===== config.mk =====
export PLATFORM = sky130hd
export DESIGN_NAME = arm_conditional_multiply_unit
export DESIGN_NICKNAME = d
export VERILOG_FILES = /design/src/hw/rtl/acmu_pkg.sv /design/src/hw/rtl/acmu_ram.sv /design/src/hw/rtl/acmu_exec.sv /design/src/hw/rtl/arm_conditional_multiply_unit.sv
export SDC_FILE = /design/constraint.sdc
export NUM_CORES = 2
export LEC_CHECK = 0
export BUFFER_PORTS_ARGS = -buffer_cell sky130_fd_sc_hd__buf_4
export CORE_UTILIZATION = 60
export CTS_BUF_LIST = sky130_fd_sc_hd__clkbuf_2
export CTS_CLUSTER_SIZE = 12
export DETAILED_ROUTE_END_ITERATION = 7
export MAX_ROUTING_LAYER = met4
export PLACE_DENSITY = 0.77
export RECOVER_POWER = 100
export REMOVE_ABC_BUFFERS = 1
export SYNTH_ARGS = -nofsm -noshare
export SYNTH_HDL_FRONTEND = slang
export SYNTH_SLANG_ARGS = --single-unit

===== constraint.sdc =====
create_clock -name clk -period 29.4 [get_ports clk]
set_input_delay 4.41 -clock clk [delete_from_list [all_inputs] [get_ports clk]]
set_output_delay 4.41 -clock clk [all_outputs]
set_load 0.02 [all_outputs]

===== src/hw/rtl/acmu_pkg.sv =====
// Shared types, codes and condition evaluation for the conditional multiply unit.
package acmu_pkg;

	localparam int unsigned NUM_REGS = 16;
	localparam int unsigned REG_AW   = $clog2(NUM_REGS);
	localparam int unsigned DATA_W   = 32;

	typedef enum logic [1:0] {
		CMD_EXEC  = 2'd0,
		CMD_WRITE = 2'd1,
		CMD_READ  = 2'd2,
		CMD_NONE  = 2'd3
	} cmd_t;

	typedef enum logic [2:0] {
		ST_DONE         = 3'd0,
		ST_COND_FAIL    = 3'd1,
		ST_BAD_COND     = 3'd2,
		ST_NOT_MODELLED = 3'd3,
		ST_BAD_CLASS    = 3'd4
	} status_t;

	typedef enum logic [1:0] {
		CR_FAIL = 2'd0,
		CR_PASS = 2'd1,
		CR_BAD  = 2'd2
	} cond_res_t;

	localparam logic [3:0] COND_EQ = 4'd0;
	localparam logic [3:0] COND_NE = 4'd1;
	localparam logic [3:0] COND_GE = 4'd10;
	localparam logic [3:0] COND_LT = 4'd11;
	localparam logic [3:0] COND_GT = 4'd12;
	localparam logic [3:0] COND_LE = 4'd13;
	localparam logic [3:0] COND_AL = 4'd14;

	// Instruction field positions.
	localparam int unsigned BIT_A = 21;
	localparam int unsigned BIT_S = 20;

	localparam int unsigned FLAG_N = 3;
	localparam int unsigned FLAG_Z = 2;
	localparam int unsigned FLAG_C = 1;
	localparam int unsigned FLAG_V = 0;

	// Outcome of one item in the execute stage.
	typedef struct packed {
		logic [DATA_W-1:0] value;
		status_t           status;
		logic [3:0]        flags;
		logic              wr_en;
		logic [REG_AW-1:0] wr_addr;
	} exec_res_t;

	function automatic cond_res_t cond_eval(input logic [3:0] cond, input logic [3:0] f);
		logic n;
		logic z;
		logic v;
		cond_res_t r;
		n = f[FLAG_N];
		z = f[FLAG_Z];
		v = f[FLAG_V];
		unique case (cond)
			COND_EQ: r = z ? CR_PASS : CR_FAIL;
			COND_NE: r = !z ? CR_PASS : CR_FAIL;
			COND_GE: r = (n == v) ? CR_PASS : CR_FAIL;
			COND_LT: r = (n != v) ? CR_PASS : CR_FAIL;
			COND_GT: r = (!z && (n == v)) ? CR_PASS : CR_FAIL;
			COND_LE: r = (z || (n != v)) ? CR_PASS : CR_FAIL;
			COND_AL: r = CR_PASS;
			default: r = CR_BAD;
		endcase
		return r;
	endfunction

endpackage


===== src/hw/rtl/acmu_ram.sv =====
// Generic single-write, single-read RAM with a registered read port.
module acmu_ram #(
	parameter int unsigned WIDTH = 32,
	parameter int unsigned DEPTH = 16
) (
	input  logic                     clk,
	input  logic                     we,
	input  logic [$clog2(DEPTH)-1:0] waddr,
	input  logic [WIDTH-1:0]         wdata,
	input  logic                     re,
	input  logic [$clog2(DEPTH)-1:0] raddr,
	output logic [WIDTH-1:0]         rdata
);

	logic [WIDTH-1:0] mem_q [DEPTH];

	always_ff @(posedge clk) begin
		if (we) begin
			mem_q[waddr] <= wdata;
		end
		if (re) begin
			rdata <= mem_q[raddr];
		end
	end

endmodule


===== src/hw/rtl/acmu_exec.sv =====
// Execute stage: condition check, instruction decode and multiply-accumulate, plus register write and read commands.
module acmu_exec (
	input  acmu_pkg::cmd_t                      cmd,
	input  logic [31:0]                         instr,
	input  logic [acmu_pkg::REG_AW-1:0]         sel,
	input  logic [acmu_pkg::DATA_W-1:0]         wval,
	input  logic [acmu_pkg::DATA_W-1:0]         op_m,
	input  logic [acmu_pkg::DATA_W-1:0]         op_s,
	input  logic [acmu_pkg::DATA_W-1:0]         op_n,
	input  logic [3:0]                          flags,
	output acmu_pkg::exec_res_t                 res,
	output logic [acmu_pkg::DATA_W-1:0]         wr_data
);
	import acmu_pkg::*;

	cond_res_t         cr;
	logic              is_mul;
	logic [DATA_W-1:0] product;
	logic [DATA_W-1:0] mac;

	assign cr      = cond_eval(instr[31:28], flags);
	assign is_mul  = (instr[27:25] == 3'b000) && instr[7] && instr[4];
	// Only the low word of the product is kept, so the narrow multiply suffices.
	assign product = op_m * op_s;
	assign mac     = instr[BIT_A] ? (product + op_n) : product;

	always_comb begin
		res.value   = '0;
		res.status  = ST_DONE;
		res.flags   = flags;
		res.wr_en   = 1'b0;
		res.wr_addr = sel;
		wr_data     = wval;
		unique case (cmd)
			CMD_WRITE: begin
				res.value = wval;
				res.wr_en = 1'b1;
			end
			CMD_READ: begin
				res.value = op_m;
			end
			CMD_NONE: begin
				res.status = ST_BAD_CLASS;
			end
			default: begin
				if (cr == CR_BAD) begin
					res.status = ST_BAD_COND;
				end else if (cr == CR_FAIL) begin
					res.status = ST_COND_FAIL;
				end else if (instr[27:26] == 2'b11) begin
					res.status = ST_BAD_CLASS;
				end else if (!is_mul) begin
					res.status = ST_NOT_MODELLED;
				end else begin
					res.value   = mac;
					res.wr_en   = 1'b1;
					res.wr_addr = instr[19:16];
					wr_data     = mac;
					if (instr[BIT_S]) begin
						res.flags[FLAG_N] = mac[DATA_W-1];
						res.flags[FLAG_Z] = (mac == '0);
					end
				end
			end
		endcase
	end

endmodule


===== src/hw/rtl/arm_conditional_multiply_unit.sv =====
// Top level of the conditional multiply unit: register file, pipeline and output register.
//
// Usage. The input channel (in_valid / in_ready) carries one command per item:
// execute an instruction word, write a register, or read a register. The output
// channel (out_valid / out_ready) returns exactly one item per command, in order,
// with read_value, status and the NZCV flags after the command.
// An accepted item is registered into the execute stage and from there into the output
// register. Throughput is one item per cycle while the receiver takes results; the figure is
// set by the single read-modify-write pass over the register file, whose operands
// come from three copies of a synchronous RAM with forwarding of the previous write,
// and by the combinational multiply-add.
// When the receiver stalls, the result waits in the output register and one more
// item may sit in the execute stage; in_ready drops only when both are occupied.
// Reset clears the flags, the pipeline and the per-register valid bits, so every
// register reads as zero until written; no clearing pass is needed.
module arm_conditional_multiply_unit (
	input  logic                        clk,
	input  logic                        arst_n,
	input  logic                        in_valid,
	output logic                        in_ready,
	input  logic [1:0]                  cmd,
	input  logic [31:0]                 instruction_word,
	input  logic [3:0]                  reg_select,
	input  logic [31:0]                 write_value,
	output logic                        out_valid,
	input  logic                        out_ready,
	output logic [31:0]                 read_value,
	output logic [2:0]                  status,
	output logic [3:0]                  flags_nzcv
);
	import acmu_pkg::*;

	logic              in_fire;
	logic              s1_adv;
	logic              s1_valid_q;
	cmd_t              cmd_s1;
	logic [31:0]       instr_s1;
	logic [REG_AW-1:0] sel_s1;
	logic [DATA_W-1:0] wval_s1;

	logic [REG_AW-1:0] raddr_m;
	logic [DATA_W-1:0] rdata_m;
	logic [DATA_W-1:0] rdata_s;
	logic [DATA_W-1:0] rdata_n;
	logic [DATA_W-1:0] op_m;
	logic [DATA_W-1:0] op_s;
	logic [DATA_W-1:0] op_n;
	logic [REG_AW-1:0] addr_m_s1;

	logic [NUM_REGS-1:0] rf_valid_q;
	logic                lw_valid_q;
	logic [REG_AW-1:0]   lw_addr_q;
	logic [DATA_W-1:0]   lw_data_q;

	logic [3:0]        flags_q;
	exec_res_t         ex;
	logic [DATA_W-1:0] ex_wdata;
	logic              rf_we;

	logic              out_valid_q;
	logic [DATA_W-1:0] read_value_q;
	status_t           status_q;
	logic [3:0]        flags_out_q;

	assign s1_adv   = s1_valid_q && (!out_valid_q || out_ready);
	assign in_ready = !s1_valid_q || s1_adv;
	assign in_fire  = in_valid && in_ready;
	assign rf_we    = s1_adv && ex.wr_en;

	// Port m serves Rm for execute and the selected register for a read.
	assign raddr_m = (cmd == CMD_EXEC) ? instruction_word[3:0] : reg_select;

	acmu_ram #(.WIDTH(DATA_W), .DEPTH(NUM_REGS)) u_rf_m (
		.clk(clk), .we(rf_we), .waddr(ex.wr_addr), .wdata(ex_wdata),
		.re(in_fire), .raddr(raddr_m), .rdata(rdata_m)
	);

	acmu_ram #(.WIDTH(DATA_W), .DEPTH(NUM_REGS)) u_rf_s (
		.clk(clk), .we(rf_we), .waddr(ex.wr_addr), .wdata(ex_wdata),
		.re(in_fire), .raddr(instruction_word[11:8]), .rdata(rdata_s)
	);

	acmu_ram #(.WIDTH(DATA_W), .DEPTH(NUM_REGS)) u_rf_n (
		.clk(clk), .we(rf_we), .waddr(ex.wr_addr), .wdata(ex_wdata),
		.re(in_fire), .raddr(instruction_word[15:12]), .rdata(rdata_n)
	);

	// The RAM may have missed a write made on the edge the item entered the stage,
	// so the latest write is forwarded; an entry never written reads as zero.
	function automatic logic [DATA_W-1:0] operand(
		input logic [REG_AW-1:0] addr,
		input logic [DATA_W-1:0] ram_data,
		input logic [NUM_REGS-1:0] vld,
		input logic lw_v,
		input logic [REG_AW-1:0] lw_a,
		input logic [DATA_W-1:0] lw_d
	);
		logic [DATA_W-1:0] r;
		if (lw_v && (lw_a == addr)) begin
			r = lw_d;
		end else if (vld[addr]) begin
			r = ram_data;
		end else begin
			r = '0;
		end
		return r;
	endfunction

	assign addr_m_s1 = (cmd_s1 == CMD_EXEC) ? instr_s1[3:0] : sel_s1;
	assign op_m = operand(addr_m_s1, rdata_m, rf_valid_q, lw_valid_q, lw_addr_q, lw_data_q);
	assign op_s = operand(instr_s1[11:8], rdata_s, rf_valid_q, lw_valid_q, lw_addr_q,
		lw_data_q);
	assign op_n = operand(instr_s1[15:12], rdata_n, rf_valid_q, lw_valid_q, lw_addr_q,
		lw_data_q);

	acmu_exec u_exec (
		.cmd(cmd_s1), .instr(instr_s1), .sel(sel_s1), .wval(wval_s1),
		.op_m(op_m), .op_s(op_s), .op_n(op_n), .flags(flags_q),
		.res(ex), .wr_data(ex_wdata)
	);

	always_ff @(posedge clk or negedge arst_n) begin
		if (!arst_n) begin
			s1_valid_q  <= 1'b0;
			out_valid_q <= 1'b0;
			flags_q     <= '0;
			rf_valid_q  <= '0;
			lw_valid_q  <= 1'b0;
		end else begin
			if (in_ready) begin
				s1_valid_q <= in_valid;
			end
			if (s1_adv) begin
				out_valid_q <= 1'b1;
				flags_q     <= ex.flags;
			end else if (out_ready) begin
				out_valid_q <= 1'b0;
			end
			if (rf_we) begin
				rf_valid_q[ex.wr_addr] <= 1'b1;
				lw_valid_q             <= 1'b1;
			end
		end
	end

	always_ff @(posedge clk) begin
		if (in_fire) begin
			cmd_s1   <= cmd_t'(cmd);
			instr_s1 <= instruction_word;
			sel_s1   <= reg_select;
			wval_s1  <= write_value;
		end
		if (rf_we) begin
			lw_addr_q <= ex.wr_addr;
			lw_data_q <= ex_wdata;
		end
		if (s1_adv) begin
			read_value_q <= ex.value;
			status_q     <= ex.status;
			flags_out_q  <= ex.flags;
		end
	end

	assign out_valid  = out_valid_q;
	assign read_value = read_value_q;
	assign status     = status_q;
	assign flags_nzcv = flags_out_q;

`ifndef SYNTHESIS
	a_write_only_on_advance: assert property (@(posedge clk) disable iff (!arst_n)
		rf_we |-> (s1_valid_q && (!out_valid_q || out_ready)))
		else $error("register file written without the item moving on");

	a_flags_hold_when_idle: assert property (@(posedge clk) disable iff (!arst_n)
		!s1_adv |=> $stable(flags_q))
		else $error("flags changed without a completing item");

	a_value_zero_unless_done: assert property (@(posedge clk) disable iff (!arst_n)
		(out_valid && (status != ST_DONE)) |-> (read_value == '0))
		else $error("nonzero result value on a failed item");

	a_out_flags_match: assert property (@(posedge clk) disable iff (!arst_n)
		out_valid |-> (flags_nzcv == flags_q))
		else $error("reported flags differ from the flag register");
`endif

endmodule

==> metrics.md <==
| Metric | Value |
|---|---|
| Cell type with the largest total area after synthesis | edfxtp_1 |
| Port bufs | 107 |
| TritonCTS clock tree | built |
| Min Hold Slack | around 0.48 ns |
| RR Startpoint | cmd_s1[1] |
| Max-slew violation count | 1603 |
| Initial core utilization | 61.0% |
| Core area | 0.0907 sq mm |
| Total count of hold-check failures in the final report | 0 |
| Fraction of layout cells with a size suffix above 1 | 20.4% |
| Data arrival time of the worst path | 20.23 ns |
| Routed via count divided by cell count | 6.86 |
| Synth top area cells | edfxtp_1, mux4_2, fa_1 |
| Root Buffer | clkbuf_2 |
| Detailed-route wire length per cell | between 30 and 40 um |
| Via Count | 39.1k |
| End of the worst register-to-register path | flags_nzcv[2] |
| Sum of negative setup slack | 0 ns |
| Leading register cell type out of synthesis | edfxtp_1 |
| Number of setup violations in the final report | 0 |
| Terminating pin of the worst hold path | out_valid |
| Routed Antenna Nets | 0 |
| I/O Pins | between 100 and 150 |
| Yosys top cell area share | between 40% and 50% |
| Type of the worst setup path | reg2reg |
| Number of cells on the worst reg-to-reg path | 39 |
| H-Tree Level Count | 4 |
| Number of nets in the layout | 4999 |
| Final critical path time including I/O delays and setup | about 19 ns |
| Number of flops mapped to enable cells by yosys | 746 |
| Via count of the first global-routing pass | 39.5k |
| Chip Width | 306 um |
| Minimum setup slack in the final design | 10.60 ns |
| Critical path required time | between 30 and 40 ns |
| Initial antenna violation count | 6 |
| Category of the worst setup path launch point | flop |
| Worst Hold Launch | s1_valid_q |
| Top delay family on crit path | buffers and inverters |
| RePlAce Congestion | about 1.1 |
| Clock latency at the later pin of the worst-skew pair | around 1.7 ns |
| GRT overflow | 0 |
| Post-CTS setup-driven buffer insertion count | 0 |
| Part of the Yosys area used for sequential elements | slightly above 40% |
| Area growth from synthesis to layout | 6.60% |
| Post-Place Worst Slack | about 15 ns |
| Synth top cells by count | edfxtp_1, nand2_1, mux4_2 |
| Post-layout utilization of the core | about two thirds |
| Clock Sink Count | between 700 and 800 |
| Minimum setup slack among reg-to-reg paths | 10.60 ns |
| Mean post-synth cell area | 13.2 sq um |
| Wire length of the first global-routing pass | 260000 um |
| Worst-path cell with the longest stage delay | clkbuf_1 |
| CP max FO | 47 |
| DRC violations left | 0 |
| Synth Warn # | 0 |
| Highest ir drop seen on vdd | 0.134 mV |
| Die ar. | 0.0934 sq mm |
| Most common cell in the netlist | edfxtp_1 |
| GRT Resource Usage Total | a little over 40% |
| Detailed route wirelength on metal2 | 79300 um |
| Highest metal layer used by the detailed router | met4 |
| Total of cells resized after clock tree synthesis | 0 |
| Number of cells on the worst hold path | 1 |
| Clock transition at the register clock pins on the worst setup and hold paths after CTS | 0.10 ns |
| Max Root-Sink Buffers | 3 |
| Maximum single-stage delay on the critical path | 2.02 ns |
| Violations in the final reports | capacitance limit, slew limit |
| Total buffers and inverters traversed by the critical path | 6 |
| Final std cells w/o fill | between 5k and 6k |
| Endpoint type of the worst setup path | flop |
| Cells after DPL | 5348 |
| Wl on met1 | 63100 um |
| Portion of the clock cycle consumed by the worst path in the final layout | 63.9% |
| Clock tree skew after final layout | between 0.1 and 0.15 ns |
| Outcome | finished, violations left |
| Number of violations reported at the end of detailed-routing iteration 0 | 5510 |
| Pwr Density | approximately 80 mW/mm^2 |
| DR pass1 iterations | 6 |
| Top achievable clock speed | 0.0532 GHz |
| Cell occurring most often along the worst timing path | fa_1 |
| Netlist area before placement | about 0.055 sq mm |
| Transition at the pin with the smallest max-transition slack | 6.39 ns |
| Post-DP HPWL | 123000 um |
| Tightest Hold Check Type | reg2reg |
| Share of synthesized registers carrying an async set or reset | 2.74% |
| Maximum number of pins on one net before global-route repair | 73 |
| Relative max-transition margin | -326% |
| Maxcap violations | 42 |
| Leakage power total | around 0.022 uW |
| Met3 WL post-DR | 24100 um |
| Worst setup path startpoint | cmd_s1[1] |
| Unrepaired setup endpoints after global routing | no |
| Num rows | 110 |
| Cells after Synth | around 4.2k |
| Yosys reg bits | 767 |
| Chip Height | between 300 and 400 um |
| Number of library cell types mapped by synthesis | 70 |
| Number of buffers added to fix hold violations after cts | 0 |
| Total CTS buffers | 188 |
| DRT Wirelength | 178000 um |
==> report_power, final <==
| part | internal, uW | total (uW) | switching (uW) | leakage, uW |
|---|---|---|---|---|
| Clock | 252 | 714 | 461 | 0.00128 |
| Sequential | 1250 | 1280 | 28.7 | 0.00711 |
| Combinational | 951 | 2730 | 1780 | 0.0140 |
==> area by class of cell <==
cell class / count / area, sq um
clock inverter: 81 / 407
inverter: 425 / 1600
tap: 1176 / 1470
antenna: 14 / 35.0
sequential: 767 / 22900
multi-input combinational: 2765 / 29900
timing repair buffer: 215 / 1250
clock buffer: 262 / 1310
fill: 6760 / 31800
==> cell families (layout without fill, tap and decap cells) <==
group | Yosys count | in the layout | share of synthesized area, %
simple gates | 1070 | 1070 | 8.13
flops | 767 | 767 | 41.5
buf+inv | 669 | 983 | 4.64
fa+ha+maj | 563 | 563 | 18.3
mux | 514 | 514 | 19.7
compound gates | 498 | 498 | 5.69
xor+xnor | 118 | 118 | 2.04
other cells | 1 | 16 | 0.00678
==> worst register-to-register path, delay by kind of cell (launching register included) <==
kind / cells / cell delay [ns]
simple gates: 8 / 3.19
mux: 2 / 1.12
fa+ha+maj: 10 / 4.12
xor+xnor: 3 / 1.55
buf+inv: 6 / 5.64
flops: 1 / 0.33
compound gates: 10 / 2.70
==> routing by layer <==
layer  up-vias  track usage [%]
met3       603             11.0
met1     19700             52.9
met2      3158             57.9
met5         -                -
met4         0             21.7
li1      15700                -
==> layout by cell type, fill, tap and decap left out, types with 19 or more instances in the layout <==
| cell type | synthesis | layout |
|---|---|---|
| fa_1 | 409 | 409 |
| buf_4 | 8 | 70 |
| edfxtp_1 | 746 | 746 |
| clkinv_1 | 0 | 55 |
| mux4_2 | 458 | 458 |
| a21oi_1 | 122 | 122 |
| mux2i_1 | 33 | 29 |
| nor2_1 | 351 | 345 |
| o21ai_0 | 83 | 82 |
| nand2_1 | 527 | 527 |
| clkbuf_4 | 0 | 49 |
| xor2_1 | 38 | 38 |
| a21o_1 | 33 | 33 |
| ha_1 | 154 | 154 |
| inv_1 | 425 | 424 |
| a31oi_1 | 48 | 48 |
| o22ai_1 | 31 | 31 |
| clkbuf_2 | 0 | 262 |
| o21a_1 | 39 | 39 |
| xnor2_1 | 73 | 73 |
| or2_2 | 27 | 27 |
| a211oi_1 | 40 | 40 |
| clkbuf_1 | 178 | 96 |
| mux2_1 | 1 | 19 |
| and2_0 | 2 | 24 |
| dfrtp_1 | 21 | 21 |
| nand2b_1 | 22 | 22 |
==> state kept, by name, indices dropped and copies added (netlist names), 3 cells and up <==
register      count
u_rf_n.mem_q    352
u_rf_s.rdata     32
lw_data_q        32
u_rf_n.rdata     32
wval_s1          32
sel_s1            4
u_rf_s.mem_q    160
u_rf_m.rdata     32
read_value       32
lw_addr_q         4
instr_s1         27
rf_valid_q       16
status            3
==> how the worst max path moves through the flow <==
stage / end / slack, ns / cells past startpoint
6_report: flags_nzcv[2] / 10.60 / 39
2_1_floorplan: u_rf_m.rdata[0] / 11.41 / 6
3_5_place_dp: u_rf_n.mem_q[12][31] / 15.21 / 40
5_1_grt: flags_q[2] / 10.14 / 42
3_3_place_gp: flags_nzcv[2] / 15.27 / 40
4_1_cts: u_rf_n.mem_q[1][31] / 15.19 / 40
==> through the flow <==
stage	total power, uW	instance area (sq um)
floorplan	3010	54300
global placement	3920	57700
detailed placement	3930	57700
CTS	4660	59400
global route	4970	58900
finish	4730	58900
No activity file was read; power rests on OpenSTA's default activity.
